[config.mk]
export PLATFORM = sky130hd
export DESIGN_NAME = page_bitmap_allocator
export DESIGN_NICKNAME = d
export VERILOG_FILES = /design/src/hw/rtl/pba_pkg.sv /design/src/hw/rtl/page_bitmap_allocator.sv
export SDC_FILE = /design/constraint.sdc
export NUM_CORES = 2
export LEC_CHECK = 0
export ABC_AREA = 1
export BUFFER_PORTS_ARGS = -buffer_cell sky130_fd_sc_hd__buf_2
export CAP_MARGIN = 20
export CELL_PAD_IN_SITES_DETAIL_PLACEMENT = 0
export CELL_PAD_IN_SITES_GLOBAL_PLACEMENT = 1
export CORE_MARGIN = 4
export CORE_UTILIZATION = 36
export CTS_BUF_LIST = sky130_fd_sc_hd__clkbuf_4 sky130_fd_sc_hd__clkbuf_8
export CTS_CLUSTER_DIAMETER = 40
export DETAILED_ROUTE_END_ITERATION = 10
export PLACE_DENSITY_LB_ADDON = 0.05
export SLEW_MARGIN = 10
export SYNTH_ARGS = -nofsm -noshare
export SYNTH_HDL_FRONTEND = slang
export SYNTH_SLANG_ARGS = --single-unit
[constraint.sdc]
create_clock -name clk -period 9.8 [get_ports clk]
set_input_delay 0 -clock clk [delete_from_list [all_inputs] [get_ports clk]]
set_output_delay 0 -clock clk [all_outputs]
set_load 0.1 [all_outputs]
[src/hw/rtl/pba_pkg.sv]
// ----------------------------------------------------------------------------
// pba_pkg: page bitmap allocator shared definitions
// Map geometry, field widths, operation and status codes.
// ----------------------------------------------------------------------------
package pba_pkg;

  localparam int PAGES      = 1024;
  localparam int WORD_BITS  = 32;
  localparam int BIT_IDX_W  = $clog2(WORD_BITS);
  localparam int MAP_WORDS  = (PAGES + WORD_BITS - 1) / WORD_BITS;
  localparam int WORD_IDX_W = (MAP_WORDS > 1) ? $clog2(MAP_WORDS) : 1;
  localparam int PIDX_W     = WORD_IDX_W + BIT_IDX_W;

  localparam int FUNC_W  = 2;
  localparam int PAGE_W  = 10;
  localparam int STAT_W  = 2;
  localparam int COUNT_W = 11;
  localparam int CFG_W   = 11;

  typedef logic [WORD_BITS-1:0] map_word_t;

  // operation codes
  localparam logic [FUNC_W-1:0] FUNC_INIT  = 2'd0;
  localparam logic [FUNC_W-1:0] FUNC_ALLOC = 2'd1;
  localparam logic [FUNC_W-1:0] FUNC_FREE  = 2'd2;

  // status codes
  localparam logic [STAT_W-1:0] STAT_OK       = 2'd0;
  localparam logic [STAT_W-1:0] STAT_NONE     = 2'd1;
  localparam logic [STAT_W-1:0] STAT_BAD_FREE = 2'd2;

  // configuration register indexes
  localparam logic CFG_FIRST_FREE = 1'b0;
  localparam logic CFG_PAGE_COUNT = 1'b1;

endpackage

[src/hw/rtl/page_bitmap_allocator.sv]
// ----------------------------------------------------------------------------
// page_bitmap_allocator: first-fit physical page allocator
//
//   channel  | ports                              | timing
//   ---------+------------------------------------+----------------------------
//   command  | start, busy, func, page            | taken when start & !busy
//   result   | done, page_out, status, free_count | done high for one cycle
//   config   | cfg_we, cfg_index, cfg_data        | written when cfg_we high
//
// Free: result registered in the cycle after the transaction, busy stays low.
// Init: one map word written per cycle, result registered with the last word.
// Alloc: one map word scanned per cycle through the shared word read and
// priority encoder, result when a free page is found or the last word is scanned.
// Reset clears the map and the count directly; no clearing pass.
// The receiver cannot stall; a new command may start in the done cycle.
// ----------------------------------------------------------------------------
module page_bitmap_allocator (
  input  logic                          clk,
  input  logic                          rst,
  input  logic                          start,
  output logic                          busy,
  input  logic [pba_pkg::FUNC_W-1:0]    func,
  input  logic [pba_pkg::PAGE_W-1:0]    page,
  output logic                          done,
  output logic [pba_pkg::PAGE_W-1:0]    page_out,
  output logic [pba_pkg::STAT_W-1:0]    status,
  output logic [pba_pkg::COUNT_W-1:0]   free_count,
  input  logic                          cfg_we,
  input  logic                          cfg_index,
  input  logic [pba_pkg::CFG_W-1:0]     cfg_data
);
  import pba_pkg::*;

  localparam logic [1:0] ST_IDLE = 2'd0;
  localparam logic [1:0] ST_INIT = 2'd1;
  localparam logic [1:0] ST_SCAN = 2'd2;

  localparam logic [WORD_IDX_W-1:0] LAST_WORD = WORD_IDX_W'(MAP_WORDS - 1);

  logic [1:0]             state;
  logic [WORD_IDX_W-1:0]  scan_idx;
  map_word_t              free_map [MAP_WORDS];
  logic [COUNT_W-1:0]     free_pages;
  logic [CFG_W-1:0]       first_free_page;
  logic [CFG_W-1:0]       page_count;

  logic [COUNT_W-1:0]     limit;
  logic [COUNT_W-1:0]     init_count;
  logic [WORD_IDX_W-1:0]  rd_idx;
  map_word_t              rd_word;
  logic [BIT_IDX_W-1:0]   page_bit;
  logic [BIT_IDX_W-1:0]   low_bit;
  map_word_t              init_mask;
  logic                   free_bad;
  logic [COUNT_W-1:0]     count_dec;
  logic [PIDX_W-1:0]      found_page;

  assign busy = (state != ST_IDLE);

  // clamp page count to the map size
  assign limit = (COUNT_W'(page_count) > COUNT_W'(PAGES)) ? COUNT_W'(PAGES)
                                                          : COUNT_W'(page_count);
  assign init_count = (limit > COUNT_W'(first_free_page))
                      ? limit - COUNT_W'(first_free_page) : '0;

  assign page_bit = page[BIT_IDX_W-1:0];
  assign rd_idx   = busy ? scan_idx : WORD_IDX_W'(page >> BIT_IDX_W);
  assign rd_word  = free_map[rd_idx];

  assign free_bad = (COUNT_W'(page) >= limit) || rd_word[page_bit];

  // lowest set bit of the word under the scan
  always_comb begin
    low_bit = '0;
    for (int b = WORD_BITS - 1; b >= 0; b--) begin
      if (rd_word[b]) begin
        low_bit = BIT_IDX_W'(b);
      end
    end
  end

  // bits of the current word that fall in [first_free_page, limit)
  always_comb begin
    logic [PIDX_W:0] p;
    for (int b = 0; b < WORD_BITS; b++) begin
      p = {1'b0, scan_idx, BIT_IDX_W'(b)};
      init_mask[b] = ((PIDX_W+1)'(first_free_page) <= p) &&
                     (p < (PIDX_W+1)'(limit));
    end
  end

  assign count_dec  = (free_pages != '0) ? free_pages - 1'b1 : free_pages;
  assign found_page = {scan_idx, low_bit};

  always_ff @(posedge clk) begin
    if (rst) begin
      state           <= ST_IDLE;
      scan_idx        <= '0;
      done            <= 1'b0;
      free_pages      <= '0;
      first_free_page <= '0;
      page_count      <= CFG_W'(1024);
      for (int w = 0; w < MAP_WORDS; w++) begin
        free_map[w] <= '0;
      end
    end else begin
      done <= 1'b0;

      if (cfg_we) begin
        case (cfg_index)
          CFG_FIRST_FREE: first_free_page <= cfg_data;
          CFG_PAGE_COUNT: page_count      <= cfg_data;
          default: ;
        endcase
      end

      case (state)
        ST_IDLE: begin
          if (start) begin
            case (func)
              FUNC_INIT: begin
                free_pages <= init_count;
                scan_idx   <= '0;
                state      <= ST_INIT;
              end
              FUNC_ALLOC: begin
                scan_idx <= '0;
                state    <= ST_SCAN;
              end
              FUNC_FREE: begin
                done     <= 1'b1;
                page_out <= '0;
                if (free_bad) begin
                  status     <= STAT_BAD_FREE;
                  free_count <= free_pages;
                end else begin
                  free_map[rd_idx][page_bit] <= 1'b1;
                  free_pages <= free_pages + 1'b1;
                  free_count <= free_pages + 1'b1;
                  status     <= STAT_OK;
                end
              end
              default: begin
                done       <= 1'b1;
                page_out   <= '0;
                status     <= STAT_OK;
                free_count <= free_pages;
              end
            endcase
          end
        end

        ST_INIT: begin
          free_map[scan_idx] <= init_mask;
          if (scan_idx == LAST_WORD) begin
            done       <= 1'b1;
            page_out   <= '0;
            status     <= STAT_OK;
            free_count <= free_pages;
            state      <= ST_IDLE;
          end else begin
            scan_idx <= scan_idx + 1'b1;
          end
        end

        ST_SCAN: begin
          if (rd_word != '0) begin
            // take the lowest free page and drop its bit
            free_map[scan_idx][low_bit] <= 1'b0;
            free_pages <= count_dec;
            done       <= 1'b1;
            page_out   <= PAGE_W'(found_page);
            status     <= STAT_OK;
            free_count <= count_dec;
            state      <= ST_IDLE;
          end else if (scan_idx == LAST_WORD) begin
            done       <= 1'b1;
            page_out   <= '0;
            status     <= STAT_NONE;
            free_count <= free_pages;
            state      <= ST_IDLE;
          end else begin
            scan_idx <= scan_idx + 1'b1;
          end
        end

        default: state <= ST_IDLE;
      endcase
    end
  end

endmodule
==> flow_metrics.py <==
metrics = {
    "status": {
        "status": "completed",
    },
    "clock_tree": {
        "cts_sinks": 1088,
        "insertion_delay_ns": 1.01,
        "clock_path_buffers": 3,
        "cts_setup_buffers": 0,
        "cts_tree": "built",
        "cts_root_buf": "clkbuf_8",
        "cts_max_level": 4,
        "cts_buffers": 235,
        "post_cts_resized": 0,
        "path_clk_slew_ns": 0.06,
    },
    "floorplan": {
        "rows": 154,
        "die-area_um2": 184000,
        "io_pins": 53,
        "die_y_um": 429,
        "die-width_um": 429,
        "start_util_pct": 36.2,
        "core_um2": 176000,
    },
    "routing": {
        "via_per_inst": 5.63,
        "drt-total-wl_mm": 233,
        "ant_nets": 0,
        "drt_first_pass_iters": 6,
        "drtIter0Drc": 5736,
        "vias": 56800,
        "detail_route.wl_per_cell_um": 23.1,
        "drcViolationCount": 0,
    },
    "setup_path": {
        "worst-setup-path-type": "reg -> reg",
        "arrival_ns": 9.23,
        "crit_buf_inv": 12,
        "cp_top_family": "simple AND/OR/NAND/NOR gates",
        "crit_top_cell": "nand2_1",
        "slowest_delay_ns": 0.73,
        "cp-start-kind": "register",
        "critPathSlowestCell": "o21ai_1",
        "path_max_fanout": 68,
        "required_ns": 10.45,
        "worst_setup_path_end_kind": "register",
    },
    "grt": {
        "overflow": 0,
        "grt_pass1_wl_mm": 352,
        "grt_pass1_vias": 55400,
        "grt_max_degree": 224,
        "globalRouteTotalUtil_pct": 24.6,
        "antenna_found_initial": 8,
    },
    "sta": {
        "maxSlewViolCount": 0,
        "fin_setup_tns_ns": 0,
        "finalSetupViolations": 0,
        "rsz0062_at_grt": "false",
        "hold_viol": 0,
        "finalClockSkew_ns": 0.0767,
        "worst_slew_pin_slew_ns": 1.32,
        "fmax_mhz": 117,
        "setup_slack_ns": 1.22,
        "relSlewSlack_pct": 11.8,
        "post-route-period-util_pct": 87.5,
        "min_period_ns": 8.58,
        "hold_ws_ns": 0.182,
    },
    "layout": {
        "final_common_cell": "nor2_1",
        "area_growth_pct": 10.5,
        "stdcell_count": 10100,
        "nets": 7635,
        "drive_gt1_share_pct": 8.94,
        "fin_util_pct": 40.0,
        "fin_area_um2": 70400,
        "layout_common_cells": "1649 x nor2_1, 1374 x nand2_1, 1349 x nand3_1",
    },
    "synthesis": {
        "synth_top_family_by_area": "simple AND/OR/NAND/NOR gates",
        "synthAdderAreaFrac_pct": 0.856,
        "synth_fp_nets": 7868,
        "ys_ff_latch": 1088,
        "syn_inst": 7797,
        "synth_compound_area_share_pct": 10.3,
        "yosys.area.top_type": "edfxtp_1",
        "synth_ff_type": "edfxtp_1",
        "synth-xor-area-share_pct": 0.192,
        "synth_edf_count": 1047,
        "synth-simple-area-share_pct": 29.4,
        "syn-cell-area_um2": 63700,
        "syn_area_per_cell_um2": 8.18,
        "synth_top_area_share_pct": 49.3,
        "synthTopCellsByArea": "edfxtp_1 49%, nand3_1 11%, nor2_1 9.8%, nand2_1 8.1%, o21ai_0 4.1%",
        "ys_async_sr_fraction_pct": 0,
        "yosys_warnings": 0,
        "ys_seq_area_share_pct": 50.6,
        "ys_types": 55,
        "synthMuxAreaShare_pct": 0,
    },
    "placed_design": {
        "postPlaceCellArea_um2": 65000,
        "place_inst": 9608,
        "dp_slack_ns": 1.31,
        "port_buffers": 52,
        "place_hpwl_mm": 128,
        "gp_congestion": 0.866,
    },
    "power": {
        "ir_worst_vdd_mv": 0.150,
        "power_density_nw_per_um2": 215,
        "p_leak_nw": 29.5,
        "power_mw": 15.1,
    },
    "min_path": {
        "hold_class": "in -> reg",
    },
    "flow_run": {
        "max_cap_viol_count": 0,
    },
}
==> what timing repair did <==
| item | CTS | global route |
|---|---|---|
| hold buffers | 55 | 0 |
| setup endpoints to repair | 0 | 0 |
| hold endpoints to repair | 49 | 0 |
==> path summary, 6_finish.rpt <==
path	startpoint	endpoint	slack, ns	cells after the start
setup / recovery	state[1]$_SDFFE_PP0P_	free_map[2][24]$_SDFFCE_PN0P_	1.22	40
hold / removal	page[3]	status[1]$_DFFE_PP_	0.18	8
setup reg to reg	state[1]$_SDFFE_PP0P_	free_map[2][24]$_SDFFCE_PN0P_	1.22	40
hold reg to reg	first_free_page[8]$_SDFFE_PP0P_	first_free_page[8]$_SDFFE_PP0P_	0.50	2
==> synthesized netlist by cell type, drive strengths merged (2+ instances only) <==
cell type  count
a211oi         8
a21o           3
a21oi        109
a221o          2
a221oi         6
a22oi          7
a31oi         10
buf          438
clkbuf       346
clkinv         4
dfxtp         41
edfxtp      1047
ha            42
inv          308
nand2       1381
nand3       1355
nand3b         5
nand4         21
nor2        1670
nor3          26
nor4           8
o2111ai        4
o211ai        78
o21ai        606
o21bai         2
o221ai       174
o22ai         69
or2            3
xnor2          2
xor2          12
==> cell type report <==
cell class | count | area (µm²)
Antenna cell | 4 | 10.0
Clock buffer | 293 | 3680
Clock inverter | 120 | 1130
Fill cell | 17900 | 106000
Inverter | 312 | 1190
Multi-Input combinational cell | 5613 | 26100
Sequential cell | 1088 | 32300
Tap cell | 2340 | 2930
Timing Repair Buffer | 314 | 3160
==> routing by layer <==
metal  share of wire, %  vias up  GRT usage [%]
li1                   -    26300              -
met1                 45    28200           34.2
met3                5.6      341           3.34
met5             0.0060        -              0
met4                2.6        2           6.99
met2                 47     1822           40.2
==> sequential cells by signal, summed over array words and instances, names as in the netlist <==
| register | cells |
|---|---|
| done | 1 |
| free_map | 1024 |
| page_out | 10 |
| state | 2 |
| free_count | 11 |
| scan_idx | 5 |
| page_count | 11 |
| first_free_page | 11 |
| status | 2 |
| free_pages | 11 |
==> report_power, final <==
group / switching, mW / internal [mW] / total (mW)
logic: 3.56 / 1.02 / 4.59
clock network: 2.26 / 2.92 / 5.18
registers: 0.0731 / 5.30 / 5.37
==> kinds of logic after synthesis <==
logic type,after synthesis
flip-flops,1088
AO/OA/AOI/OAI,1085
adder cells (fa/ha/maj),43
XOR/XNOR,14
buffers and inverters,1096
AND/OR/NAND/NOR,4471
==> worst register-to-register path: cells and delay by family, from the launching register on <==
kind                       cells  cell delay [ns]
and+or+nand+nor               23             3.99
DFF                            1             0.34
AOI/OAI and AO/OA              4             1.36
adders and majority gates      1             0.15
buffers and inverters         12             2.42
(Power assumes the default switching activity.)
